File: src/rtl/assert_macros.svh
// Assertion macros used by the top-level RTL file.
`ifndef ASSERT_MACROS_SVH
`define ASSERT_MACROS_SVH

// Property must hold at every clock edge outside reset.
`define ASSERT_PROP(label, prop, msg) \
    label: assert property (@(posedge clk) disable iff (!rst_n) prop) else $error(msg);

// Expression must never be true outside reset.
`define ASSERT_NEVER(label, expr, msg) \
    label: assert property (@(posedge clk) disable iff (!rst_n) !(expr)) else $error(msg);

`endif

File: src/rtl/isqrt_pkg.sv
// Package: widths, state encoding and control structs of the square root block.
`timescale 1ns / 1ps

package isqrt_pkg;

    localparam int RAD_W  = 64;
    localparam int ROOT_W = RAD_W / 2;
    localparam int REM_W  = ROOT_W + 3;
    localparam int CNT_W  = $clog2(ROOT_W);
    localparam int RAD_TOP = RAD_W - 1;

    typedef enum logic [0:0] {
        ST_IDLE,
        ST_RUN
    } isqrt_state_t;

    typedef struct packed {
        logic load;
        logic step;
        logic capture;
    } isqrt_cmd_t;

    typedef struct packed {
        logic last;
    } isqrt_status_t;

endpackage

File: src/rtl/isqrt_if.sv
// Valid/ready channel interfaces for radicand input and root output.
`timescale 1ns / 1ps

interface isqrt_in_if;
    logic                         valid;
    logic                         ready;
    logic [isqrt_pkg::RAD_W-1:0]  radicand;

    modport source (output valid, output radicand, input ready);
    modport sink (input valid, input radicand, output ready);
endinterface

interface isqrt_out_if;
    logic                         valid;
    logic                         ready;
    logic [isqrt_pkg::ROOT_W-1:0] root;

    modport source (output valid, output root, input ready);
    modport sink (input valid, input root, output ready);
endinterface

File: src/rtl/isqrt_dp.sv
// Datapath: radicand shifter, partial remainder, root and bit counter.
`timescale 1ns / 1ps

module isqrt_dp
    import isqrt_pkg::*;
(
    input  logic                clk,
    input  logic                rst_n,
    input  logic [RAD_W-1:0]    radicand,
    input  isqrt_cmd_t          cmd,
    output isqrt_status_t       status,
    output logic [ROOT_W-1:0]   root
);

    logic [RAD_W-1:0]  x_reg;
    logic [REM_W-1:0]  rem_reg;
    logic [ROOT_W-1:0] root_reg;
    logic [ROOT_W-1:0] out_root_reg;
    logic [CNT_W-1:0]  cnt_reg;

    logic [REM_W-1:0]  rem_sh;
    logic [REM_W-1:0]  trial;
    logic [REM_W:0]    diff;
    logic              keep;
    logic [REM_W-1:0]  rem_next;
    logic [ROOT_W-1:0] root_next;

    always_comb
    begin
        rem_sh    = {rem_reg[REM_W-3:0], x_reg[RAD_TOP -: 2]};
        trial     = {1'b0, root_reg, 2'b01};
        diff      = {1'b0, rem_sh} - {1'b0, trial};
        keep      = !diff[REM_W];
        rem_next  = keep ? diff[REM_W-1:0] : rem_sh;
        root_next = {root_reg[ROOT_W-2:0], keep};
    end

    always_ff @(posedge clk or negedge rst_n)
    begin
        if (!rst_n)
        begin
            cnt_reg <= '0;
        end
        else if (cmd.load)
        begin
            cnt_reg <= '0;
        end
        else if (cmd.step)
        begin
            cnt_reg <= cnt_reg + 1'b1;
        end
    end

    always_ff @(posedge clk)
    begin
        if (cmd.load)
        begin
            x_reg    <= radicand;
            rem_reg  <= '0;
            root_reg <= '0;
        end
        else if (cmd.step)
        begin
            x_reg    <= {x_reg[RAD_W-3:0], 2'b00};
            rem_reg  <= rem_next;
            root_reg <= root_next;
        end
        if (cmd.capture)
        begin
            out_root_reg <= root_next;
        end
    end

    assign status.last = (cnt_reg == CNT_W'(ROOT_W - 1));
    assign root        = out_root_reg;

endmodule

File: src/rtl/isqrt_ctrl.sv
// Controller: sequences load, iteration and result capture, owns output valid.
`timescale 1ns / 1ps

module isqrt_ctrl
    import isqrt_pkg::*;
(
    input  logic          clk,
    input  logic          rst_n,
    input  logic          in_valid,
    output logic          in_ready,
    output logic          out_valid,
    input  logic          out_ready,
    input  isqrt_status_t status,
    output isqrt_cmd_t    cmd
);

    isqrt_state_t state_reg;
    isqrt_state_t state_next;
    logic         out_valid_reg;
    logic         out_valid_next;

    always_ff @(posedge clk or negedge rst_n)
    begin
        if (!rst_n)
        begin
            state_reg     <= ST_IDLE;
            out_valid_reg <= 1'b0;
        end
        else
        begin
            state_reg     <= state_next;
            out_valid_reg <= out_valid_next;
        end
    end

    always_comb
    begin
        state_next     = state_reg;
        out_valid_next = out_valid_reg && !out_ready;
        cmd            = '0;
        in_ready       = 1'b0;
        unique case (state_reg)
            ST_IDLE:
            begin
                in_ready = 1'b1;
                if (in_valid)
                begin
                    cmd.load   = 1'b1;
                    state_next = ST_RUN;
                end
            end
            ST_RUN:
            begin
                if (!status.last)
                begin
                    cmd.step = 1'b1;
                end
                else if (!out_valid_reg || out_ready)
                begin
                    cmd.step       = 1'b1;
                    cmd.capture    = 1'b1;
                    out_valid_next = 1'b1;
                    state_next     = ST_IDLE;
                end
            end
            default:
            begin
                state_next = ST_IDLE;
            end
        endcase
    end

    assign out_valid = out_valid_reg;

endmodule

File: src/rtl/integer_square_root_64.sv
// Top level: 64-bit integer square root, controller plus iterative datapath.
// Returns floor(sqrt(radicand)) as a 32-bit root. One root bit is decided per
// cycle, unless the last iteration holds, by a 35-bit trial subtract on the
// partial remainder; an item takes one load and 32 iterations. The root is
// captured on the last iteration, as the block returns to idle and can accept
// the next item. Results sit in an output register; the next item is
// accepted while a result waits, and the last iteration holds only if the
// previous result is still untaken. The block handles one item at a time.
`timescale 1ns / 1ps
`include "assert_macros.svh"

module integer_square_root_64
    import isqrt_pkg::*;
(
    input  logic          clk,
    input  logic          rst_n,
    isqrt_in_if.sink      in,
    isqrt_out_if.source   out
);

    isqrt_cmd_t    cmd;
    isqrt_status_t status;

    isqrt_ctrl u_ctrl (
        .clk       (clk),
        .rst_n     (rst_n),
        .in_valid  (in.valid),
        .in_ready  (in.ready),
        .out_valid (out.valid),
        .out_ready (out.ready),
        .status    (status),
        .cmd       (cmd)
    );

    isqrt_dp u_dp (
        .clk      (clk),
        .rst_n    (rst_n),
        .radicand (in.radicand),
        .cmd      (cmd),
        .status   (status),
        .root     (out.root)
    );

    `ASSERT_PROP(a_busy_after_accept, in.valid && in.ready |=> !in.ready, "accepted item did not start")
    `ASSERT_PROP(a_capture_sets_valid, cmd.capture |=> out.valid, "captured root not presented")
    `ASSERT_NEVER(a_load_and_step, cmd.load && cmd.step, "load and iterate in one cycle")

endmodule
File: src/flat_wrapper.sv
// flat-port wrapper written by rule: the top's interface ports become plain ports
module integer_square_root_64_flat import isqrt_pkg::*;
  (clk, rst_n, in_valid, in_radicand, in_ready, out_valid, out_root, out_ready);
  isqrt_in_if in_i ();
  isqrt_out_if out_i ();
  input  logic clk;
  input  logic rst_n;
  input wire logic [$bits(in_i.valid)-1:0] in_valid;
  input wire logic [$bits(in_i.radicand)-1:0] in_radicand;
  output wire logic [$bits(in_i.ready)-1:0] in_ready;
  output wire logic [$bits(out_i.valid)-1:0] out_valid;
  output wire logic [$bits(out_i.root)-1:0] out_root;
  input wire logic [$bits(out_i.ready)-1:0] out_ready;
  assign in_i.valid = in_valid;
  assign in_i.radicand = in_radicand;
  assign in_ready = in_i.ready;
  assign out_valid = out_i.valid;
  assign out_root = out_i.root;
  assign out_i.ready = out_ready;
  integer_square_root_64 u_core (.clk(clk), .rst_n(rst_n), .in(in_i), .out(out_i));
endmodule
File: config.mk
export PLATFORM = sky130hd
export DESIGN_NAME = integer_square_root_64_flat
export DESIGN_NICKNAME = d
export VERILOG_FILES = /design/src/rtl/isqrt_pkg.sv /design/src/rtl/isqrt_if.sv /design/src/rtl/isqrt_dp.sv /design/src/rtl/isqrt_ctrl.sv /design/src/rtl/integer_square_root_64.sv /design/src/flat_wrapper.sv
export VERILOG_INCLUDE_DIRS = /design/src /design/src/rtl
export SDC_FILE = /design/constraint.sdc
export NUM_CORES = 1
export LEC_CHECK = 0
export BUFFER_PORTS_ARGS = -buffer_cell sky130_fd_sc_hd__buf_2
export CAP_MARGIN = 20
export CORE_ASPECT_RATIO = 0.8
export CORE_MARGIN = 2
export CORE_UTILIZATION = 45
export CTS_BUF_LIST = sky130_fd_sc_hd__clkbuf_8
export DETAILED_ROUTE_END_ITERATION = 10
export REMOVE_ABC_BUFFERS = 1
export SLEW_MARGIN = 30
export SYNTH_ARGS = -nofsm -noshare
export SYNTH_HDL_FRONTEND = slang
export SYNTH_HIERARCHICAL = 1
export SYNTH_SLANG_ARGS = --single-unit
File: constraint.sdc
create_clock -name clk -period 4.36 [get_ports clk]
set_clock_uncertainty 0.15 [all_clocks]
set_input_delay 0.872 -clock clk [delete_from_list [all_inputs] [get_ports clk]]
set_output_delay 0.872 -clock clk [all_outputs]
set_load 0.05 [all_outputs]
==> results.md, run 1 <==
* WHS at 61.05 ps
* Most frequent cells in the layout: 101 x buf_2, 96 x edfxtp_1, 79 x nor2_1, 65 x dfxtp_1, 63 x mux2_2
* Placed Area at 0.009294 sq mm
* Via count at roughly 6,000
* Fillers at 1,758
* Worst-path clk slew at around 100 ps
* Wire per inst at 15.74 um
* Core area at 0.01881 sq mm
* Total Wirelength at 17,990 um
* R2r startpoint: u_core/u_dp/root_reg[0]
* Seq/Total Area, Yosys at 0.5099
* Hpwl dp at 11,830 um
* GPL Wtd Cong at about 0.91
* Arrival time of the worst setup path at roughly 3600 ps
* Synth Area in Simple Gates at 0.1041
* Status: complete, no violations
* Total power at 9.231 mW
* # resized after CTS at 0
* Synth Cell Area at 0.008549 sq mm
* Crit path from: u_core/u_dp/root_reg[0]
* Count of different cell masters after synthesis at 63
* Placed cell count at 1,110
* Xor-xnor portion of the synthesized cell area at 0.02561
* Slew @ Worst Pin at ~850 ps
* Count of final setup violators at 0
* Worst hold path class: primary input to async pin
* Utilization after layout at 0.5178
* Post-route setup TNS at 0 ps
* Crit path time final at 3349 ps
* Top cell type's share of synthesized area at 0.3372
* Adder-Cell Fraction of Synth Area at 0.05122
* Final cycle utilization of the critical path at 0.7682
* Synth Warn # at 6
* Max cap viols at 0
* EDFF count, synth at 96
* DIE WIDTH at 158.1 um
* Setup bufs post-CTS at 0
* Net Sw Frac at 0.4277
* RSZ-0062 raised after global routing: no
* Finished Cell Area at 0.009737 sq mm
* Compound-Gate Fraction of Synth Area at 0.1408
* Ratio of cells with drive above 1 in the final layout at 0.2576
* Gr ovfl total at 0
* Initial antenna violation count at 1
* Mux share of post-synthesis cell area at 0.1251
* Initial core utilization at 0.4546
* Final hold violation count at 0
* Sinks on Clock Net at 168
* DP Worst Slack at 1094 ps
* DR iter-0 viols at ~400
* CTS tree: done
* Critical Path RT at 4590 ps
* R2R Path End: u_core/u_dp/rem_reg[32]
* Port Buffers at 101
* H-tree levels at 4
* Async SR Flop Fraction at 0.04167
* Core Rows at 45
* Worst Setup Path Type: register to register
* Cell accounting for the most synthesized area: edfxtp_1
* Inserted Clock Buffers at 17
* Main combinational cell family by area after synthesis: compound AO/OA/AOI/OAI gates
* Commonest non-fill, non-tap cell in the layout: buf_2
* Fin worst setup slack at 1011 ps
* Io pins at 102
* Slew HR at 0.4334
* Die H at 127.3 um
* Reg2reg setup slack at roughly 1000 ps
* Combinational share of power at 0.556
* Synth Instances at 782
* Fin cells at between 1,000 and 1,500
* Clock Path Buffers at 2
* Root buffer cell: clkbuf_8
* Fmax at 298.6 MHz
* Crit path launch type: register
* PwrDens at around 950 mW/mm^2
* Hold_buf cts at 0
* GRT Total Usage at 0.1860
* Vias per std cell at about 5.3
* Area contributors post-synth: edfxtp_1 34%, dfxtp_1 15%, mux2_2 8.3%
* Drt first pass iters at 5
* Top FF cell, synth: edfxtp_1
* FF-to-FF path depth at 10
* Internal at 5.283 mW
* First-pass GRT wire length at 29,690 um
* Switch Pwr at about 3.9 mW
* # DRC at 0
* Flop pwr share at 0.320
* Synthesized area per cell at 10.93 sq um
* Register area at 0.004359 sq mm
* Pin count of the biggest net entering global routing at 125
* Worst skew pair latency at 470 ps
* Max VDD drop at around 360 uV
* Clock power share at 0.124
* Layout area overhead at 13.89%
* Die Area at roughly 0.02 sq mm
* Worst setup EP type: register
* CP max FO at 6
* Post-DRT Antenna Nets at 0
* Vias in the first global route at about 6,000
* Multi-input logic area at between 0.003 and 0.004 sq mm
* Max Slew Vio Count at 0
* Total Nets Final at just under 1,000
* P_leak at 4.358 nW
* # diodes at 0
* Register bit count reported by yosys at 168
## power groups by stage
stage          logic, mW  registers [mW]  clock network [mW]
6_report            5.13            2.96                1.15
5_1_grt             5.71            3.05                1.24
4_1_cts             5.09            2.96                1.19
3_5_place_dp        5.05            2.99                   0
3_3_place_gp        4.98            2.97                   0
2_1_floorplan       4.04            2.95                   0
## per-layer routing
metal / vias to the layer above / track usage / part of all wire
li1: 3020 / - / -
met4: 2 / 0.05988 / 0.013
met1: 2869 / 0.2547 / 0.46
met3: 20 / 0.05767 / 0.069
met2: 143 / 0.2824 / 0.45
met5: - / 0 / 0.00072
## critical path, stage by stage (launching register included)
cell	delay (ps)
dfxtp_1	390
inv_1	60
ha_1	330
nor2b_1	190
o211ai_1	170
a211oi_2	480
o211a_1	290
nor2_1	60
a2111oi_0	530
mux2_2	400
a211oi_1	210
## final cells by class
class,instances,share of cell area
Inverter,56,0.02159
Sequential cell,168,0.4477
Clock buffer,17,0.02403
Multi-Input combinational cell,522,0.3950
Clock inverter,15,0.01825
Tap cell,258,0.03315
Timing Repair Buffer,107,0.06027
## logic make-up (layout without fill, tap and decap cells)
logic type                 Yosys count  in the layout
muxes                               99             99
adders and majority gates           35             35
AOI/OAI and AO/OA                  166            166
and+or+nand+nor                    197            197
buffers and inverters               92            195
DFF                                168            168
xor gates and xnor gates            25             25
## worst max-delay path by stage
stage                              endpoint  slack [ps]
finish              u_core/u_dp/rem_reg[32]        1010
global route        u_core/u_dp/rem_reg[32]         840
CTS                 u_core/u_dp/rem_reg[32]        1070
detailed placement  u_core/u_dp/rem_reg[32]        1090
global placement    u_core/u_dp/rem_reg[27]        1190
floorplan              u_core/u_dp/x_reg[0]       -4940
## synthesized netlist by cell type (3+ instances only)
cell type	count
clkbuf_1	24
nor2_1	80
a311oi_2	10
nor2b_1	6
dfrtp_1	7
nand3b_1	3
nand4_1	3
nand2_1	58
and4_1	3
ha_1	35
a21oi_1	42
buf_1	6
o211a_1	4
a32oi_1	6
a311oi_1	5
o21ai_0	28
and2_1	3
o31a_1	4
edfxtp_1	96
o21a_1	10
or3_1	3
a211oi_2	4
a21o_1	13
nand2_2	3
mux2i_1	36
dfxtp_1	65
mux2_2	63
a211oi_1	9
o211ai_1	4
inv_1	55
xor2_1	6
o31ai_1	4
nand3_1	12
nor3_1	10
nand2b_1	4
xnor2_1	19
o21ai_1	3
Note: power is estimated with default switching activity, not from simulation.
==> run 2, diff against run 1 <==
clock period = 3.2 ns   (was 4.36 ns; I/O delays follow)
==> results.md, run 2 (synthesis gave the netlist of run 1 again) <==
* Most frequent cells in the layout: 101 x buf_2, 96 x edfxtp_1, 79 x nor2_1, 65 x dfxtp_1, 63 x mux2_2
* Arrival time of the worst setup path at 3360 ps
* Clock Path Buffers at 2
* Slew HR at 0.5724
* Wire per inst at 15.63 um
* Count of final setup violators at 0
* Critical Path RT at 3430 ps
* Finished Cell Area at 0.009892 sq mm
* Placed cell count at 1,131
* GRT Total Usage at 0.1905
* # diodes at 0
* Total Wirelength at between 15,000 and 20,000 um
* Reg2reg setup slack at about 64 ps
* Core Rows at 45
* Status: complete, no violations
* Inserted Clock Buffers at 17
* CP max FO at 6
* Initial core utilization at 0.4546
* CTS tree: done
* Internal at 7.491 mW
* WHS Path Cells at 2
* Pin count of the biggest net entering global routing at 65
* Switch Pwr at 5.401 mW
* Flop pwr share at 0.314
* Combinational share of power at 0.565
* PwrDens at 1303 mW/mm^2
* Slew @ Worst Pin at 641.4 ps
* Total Nets Final at 996
* Max cap viols at 0
* Worst setup EP type: register
* First-pass GRT wire length at 30,490 um
* Hold Startpoint: in_valid
* Fillers at around 1,700
* Worst skew pair latency at between 400 and 500 ps
* Port Buffers at between 100 and 150
* Fin cells at approximately 1,200
* FF-to-FF path depth at 10
* H-tree levels at 4
* DR iter-0 viols at 322
* Worst hold endpoint: u_core/u_ctrl/state_reg
* Placed Area at 0.009452 sq mm
* R2r startpoint: u_core/u_dp/root_reg[0]
* Vias per std cell at 5.351
* Io pins at 102
* Final cycle utilization of the critical path at 0.9799
* Gr ovfl total at 0
* Net Sw Frac at 0.4190
* Post-DRT Antenna Nets at 0
* P_leak at ~4.5 nW
* Hpwl dp at 12,700 um
* GPL Wtd Cong at 0.8813
* Final hold violation count at 0
* Ratio of cells with drive above 1 in the final layout at 0.2770
* Crit path launch type: register
* Max Slew Vio Count at 0
* Root buffer cell: clkbuf_8
* RSZ-0062 raised after global routing: yes
* Worst-path clk slew at 90 ps
* Commonest non-fill, non-tap cell in the layout: buf_2
* Fmax at 318.9 MHz
* Core area at 0.01881 sq mm
* R2R Path End: u_core/u_dp/rem_reg[32]
* Worst hold path class: primary input to register
* Max VDD drop at 440.9 uV
* Clock power share at 0.121
* Crit path time final at 3136 ps
* Vias in the first global route at 6,243
* # DRC at 0
* DIE WIDTH at 158.1 um
* Initial antenna violation count at 2
* Setup bufs post-CTS at 0
* Drt first pass iters at 4
* Via count at 6,228
* Worst Setup Path Type: register to register
* Sinks on Clock Net at about 170
* Die Area at 0.02012 sq mm
* Layout area overhead at 15.70%
* Die H at between 100 and 150 um
-- run 2: power groups by stage --
stage / clock network, mW / registers (mW) / logic (mW)
floorplan: 0 / 4.01 / 5.50
global placement: 0 / 4.06 / 7.02
detailed placement: 0 / 4.08 / 7.16
CTS: 1.62 / 4.05 / 7.20
global route: 1.68 / 4.17 / 8.14
finish: 1.56 / 4.05 / 7.29
-- run 2: how the worst max path moves through the flow --
stage                                  from                      end  slack (ps)
floorplan                          in_valid     u_core/u_dp/x_reg[0]       -5870
global placement    u_core/u_dp/root_reg[2]  u_core/u_dp/rem_reg[27]         130
detailed placement  u_core/u_dp/root_reg[0]  u_core/u_dp/rem_reg[32]          40
CTS                 u_core/u_dp/root_reg[0]  u_core/u_dp/rem_reg[32]           3
global route        u_core/u_dp/root_reg[0]  u_core/u_dp/rem_reg[32]        -170
finish              u_core/u_dp/root_reg[0]  u_core/u_dp/rem_reg[32]          60
-- run 2: cell type report --
class / count / area (sq um) / share of cell area
timing repair buffer: 128 / 726.9 / 0.07349
clock buffer: 17 / 234.0 / 0.02365
multi-input combinational: 522 / 3865 / 0.3907
clock inverter: 15 / 168.9 / 0.01708
sequential: 168 / 4359 / 0.4407
tap: 258 / 322.8 / 0.03263
inverter: 56 / 215.2 / 0.02176
-- run 2: stage by stage --
| step | setup WS, ps | hold slack [ps] | utilization | TNS (ps) | power [mW] |
|---|---|---|---|---|---|
| floorplan | -5866 | 194.4 | - | -819230 | 9.513 |
| global placement | 130.6 | 322.6 | 0.5026 | 0 | 11.08 |
| detailed placement | 44.32 | 325.7 | 0.5026 | 0 | 11.24 |
| CTS | 3.387 | 245.0 | 0.5246 | 0 | 12.87 |
| global route | -174.1 | 257.6 | 0.5260 | -174.1 | 13.99 |
| finish | 64.22 | 282.3 | 0.5260 | 0 | 12.89 |
-- run 2: timing repair --
item	in CTS	in global routing
resized for setup	0	11
endpoints found under the setup margin	0	27
hold endpoints to repair	7	0
hold buffers	1	0
-- run 2: critical path: stages (launching register included) --
cell and delay (ps):
dfxtp_1 400, inv_1 60, ha_1 340, nor2b_1 210, o211ai_1 190, a211oi_4 420
o211a_1 250, nor2_1 50, a2111oi_0 390, mux2_2 380, a211oi_1 210
-- run 2: per-layer routing --
layer | vias to the layer above | GRT usage | routed length (um)
li1 | 3067 | - | -
met1 | 2971 | 0.2598 | 8492
met2 | 167 | 0.2923 | 8234
met3 | 19 | 0.05868 | 1285
met4 | 4 | 0.05829 | 163
met5 | - | 0 | 22
==> run 3, diff against run 2 <==
CORE_UTILIZATION = 42   (was 45)
==> results.md, run 3 (synthesis gave the netlist of run 1 again) <==
* CP max FO at 13
* Clock Path Buffers at 2
* Worst skew pair latency at between 400 and 500 ps
* Worst-path clk slew at 100 ps
* GPL Wtd Cong at 0.8622
* Internal at about 7.5 mW
* Gr ovfl total at 0
* DR iter-0 viols at 367
* Die H at 131.6 um
* Die Area at 0.02152 sq mm
* # diodes at 0
* Worst Setup Path Type: register to register
* Total Wirelength at 18,480 um
* Placed Area at 0.009552 sq mm
* Vias in the first global route at ~6,100
* Inserted Clock Buffers at 17
* Max cap viols at 0
* Max VDD drop at 513.1 uV
* Sinks on Clock Net at 168
* Pin count of the biggest net entering global routing at 55
* Arrival time of the worst setup path at 3300 ps
* P_leak at ~4.5 nW
* Hpwl dp at 13,170 um
* Slew @ Worst Pin at approximately 570 ps
* Net Sw Frac at 0.4231
* RSZ-0062 raised after global routing: no
* Crit path launch type: register
* Core Rows at 46
* Commonest non-fill, non-tap cell in the layout: buf_2
* DIE WIDTH at 163.5 um
* CTS tree: done
* Fmax at about 330 MHz
* Post-DRT Antenna Nets at 0
* Vias per std cell at 5.235
* Ratio of cells with drive above 1 in the final layout at 0.2933
* First-pass GRT wire length at around 31,000 um
* Finished Cell Area at roughly 0.01 sq mm
* Combinational share of power at 0.574
* Post-route setup TNS at 0 ps
* Crit path time final at 3051 ps
* GRT Total Usage at 0.1768
* H-tree levels at 4
* Drt first pass iters at 4
* Flop pwr share at 0.309
* Port Buffers at 101
* Worst hold path class: primary input to register
* PwrDens at about 1300 mW/mm^2
* Core area at 0.01991 sq mm
* Count of final setup violators at 0
* Final cycle utilization of the critical path at 0.9535
* Most frequent cells in the layout: 101 x buf_2, 96 x edfxtp_1, 79 x nor2_1, 64 x dfxtp_1, 63 x mux2_2
* Via count at about 6,000
* Slew HR at 0.6214
* Switch Pwr at between 5 and 6 mW
* Clock power share at 0.116
* Max Slew Vio Count at 0
* Worst setup EP type: register
* Status: complete, no violations
* Io pins at a little over 100
* # DRC at 0
* Critical Path RT at 3450 ps
* Initial core utilization at 0.4293
* Layout area overhead at 17.28%
* Final hold violation count at 0
* Wire per inst at 15.65 um
* Root buffer cell: clkbuf_8
* Total Nets Final at 1,007
* Initial antenna violation count at 2
run 3: cell count changes in the layout (fill, tap and decap cells not counted), moves of 4 or more:
| cell | delta |
|---|---|
| buf_4 | +9 |
| clkinv_4 | +4 |
| clkinv_8 | +4 |
| clkinvlp_4 | -4 |
run 3: power groups by stage:
stage | Sequential, mW | Clock (mW) | Combinational, mW
after floorplan | 4.01 | 0 | 5.50
after global placement | 4.08 | 0 | 7.23
after detailed placement | 4.08 | 0 | 7.28
after CTS | 4.04 | 1.57 | 7.32
after global routing | 4.16 | 1.65 | 8.33
final | 4.04 | 1.52 | 7.49
run 3: repair_timing:
action | 4_1_cts | 5_1_grt
buffers inserted | 0 | 2
gates resized for setup | 0 | 14
hold buffers | 1 | 0
endpoints found under the setup margin | 0 | 31
endpoints found under the hold margin | 7 | 0
run 3: through the flow:
stage,total power [mW],setup slack [ps],instances,hold WS (ps),utilization
2_1_floorplan,9.513,-5866,746,194.4,-
3_3_place_gp,11.30,110.5,1146,312.9,0.4796
3_5_place_dp,11.36,77.28,1146,320.9,0.4796
4_1_cts,12.93,36.90,1179,230.8,0.5006
5_1_grt,14.14,2.022,1181,253.9,0.5035
6_report,13.05,148.9,1181,259.5,0.5035
run 3: worst paths after layout:
check | cells past startpoint | start | slack (ps) | endpoint
setup / recovery | 11 | u_core/u_dp/root_reg[0] | 150 | u_core/u_dp/rem_reg[6]
max in group asynchronous | 2 | rst_n | 2380 | u_core/u_ctrl/out_valid
hold reg to reg | 0 | u_core/u_dp/root_reg[1] | 330 | u_core/u_dp/root[2]
hold / removal | 2 | in_valid | 260 | u_core/u_ctrl/state_reg
min in group asynchronous | 2 | rst_n | 370 | u_core/u_dp/cnt_reg[4]
setup reg to reg | 11 | u_core/u_dp/root_reg[0] | 150 | u_core/u_dp/rem_reg[6]
run 3: critical path, stage by stage (launching register included):
cell and delay, ps:
dfxtp_1 380, inv_1 50, ha_1 340, o211a_1 230, a211oi_2 100, or4_4 560
nand2_2 90, a311o_2 210, nand2_2 130, buf_8 210, o31a_1 300, a211oi_2 200
run 3: area by class of cell:
cell class | count | area (sq um)
well taps | 264 | 330.3
clock inverters | 15 | 173.9
multi-input cells | 522 | 3880
flip-flops and latches | 168 | 4360
clock buffers | 17 | 234.0
repair buffers | 139 | 838.3
fillers | 1885 | 9887
inverters | 56 | 210.2
run 3: per-layer routing:
layer  share of wire  vias to the layer above  global-route usage
met2            0.43                      142              0.2609
met3           0.068                       22             0.05777
li1                -                     3087                   -
met4           0.013                        2             0.05799
met5         0.00070                        -                   0
met1            0.49                     2929              0.2445
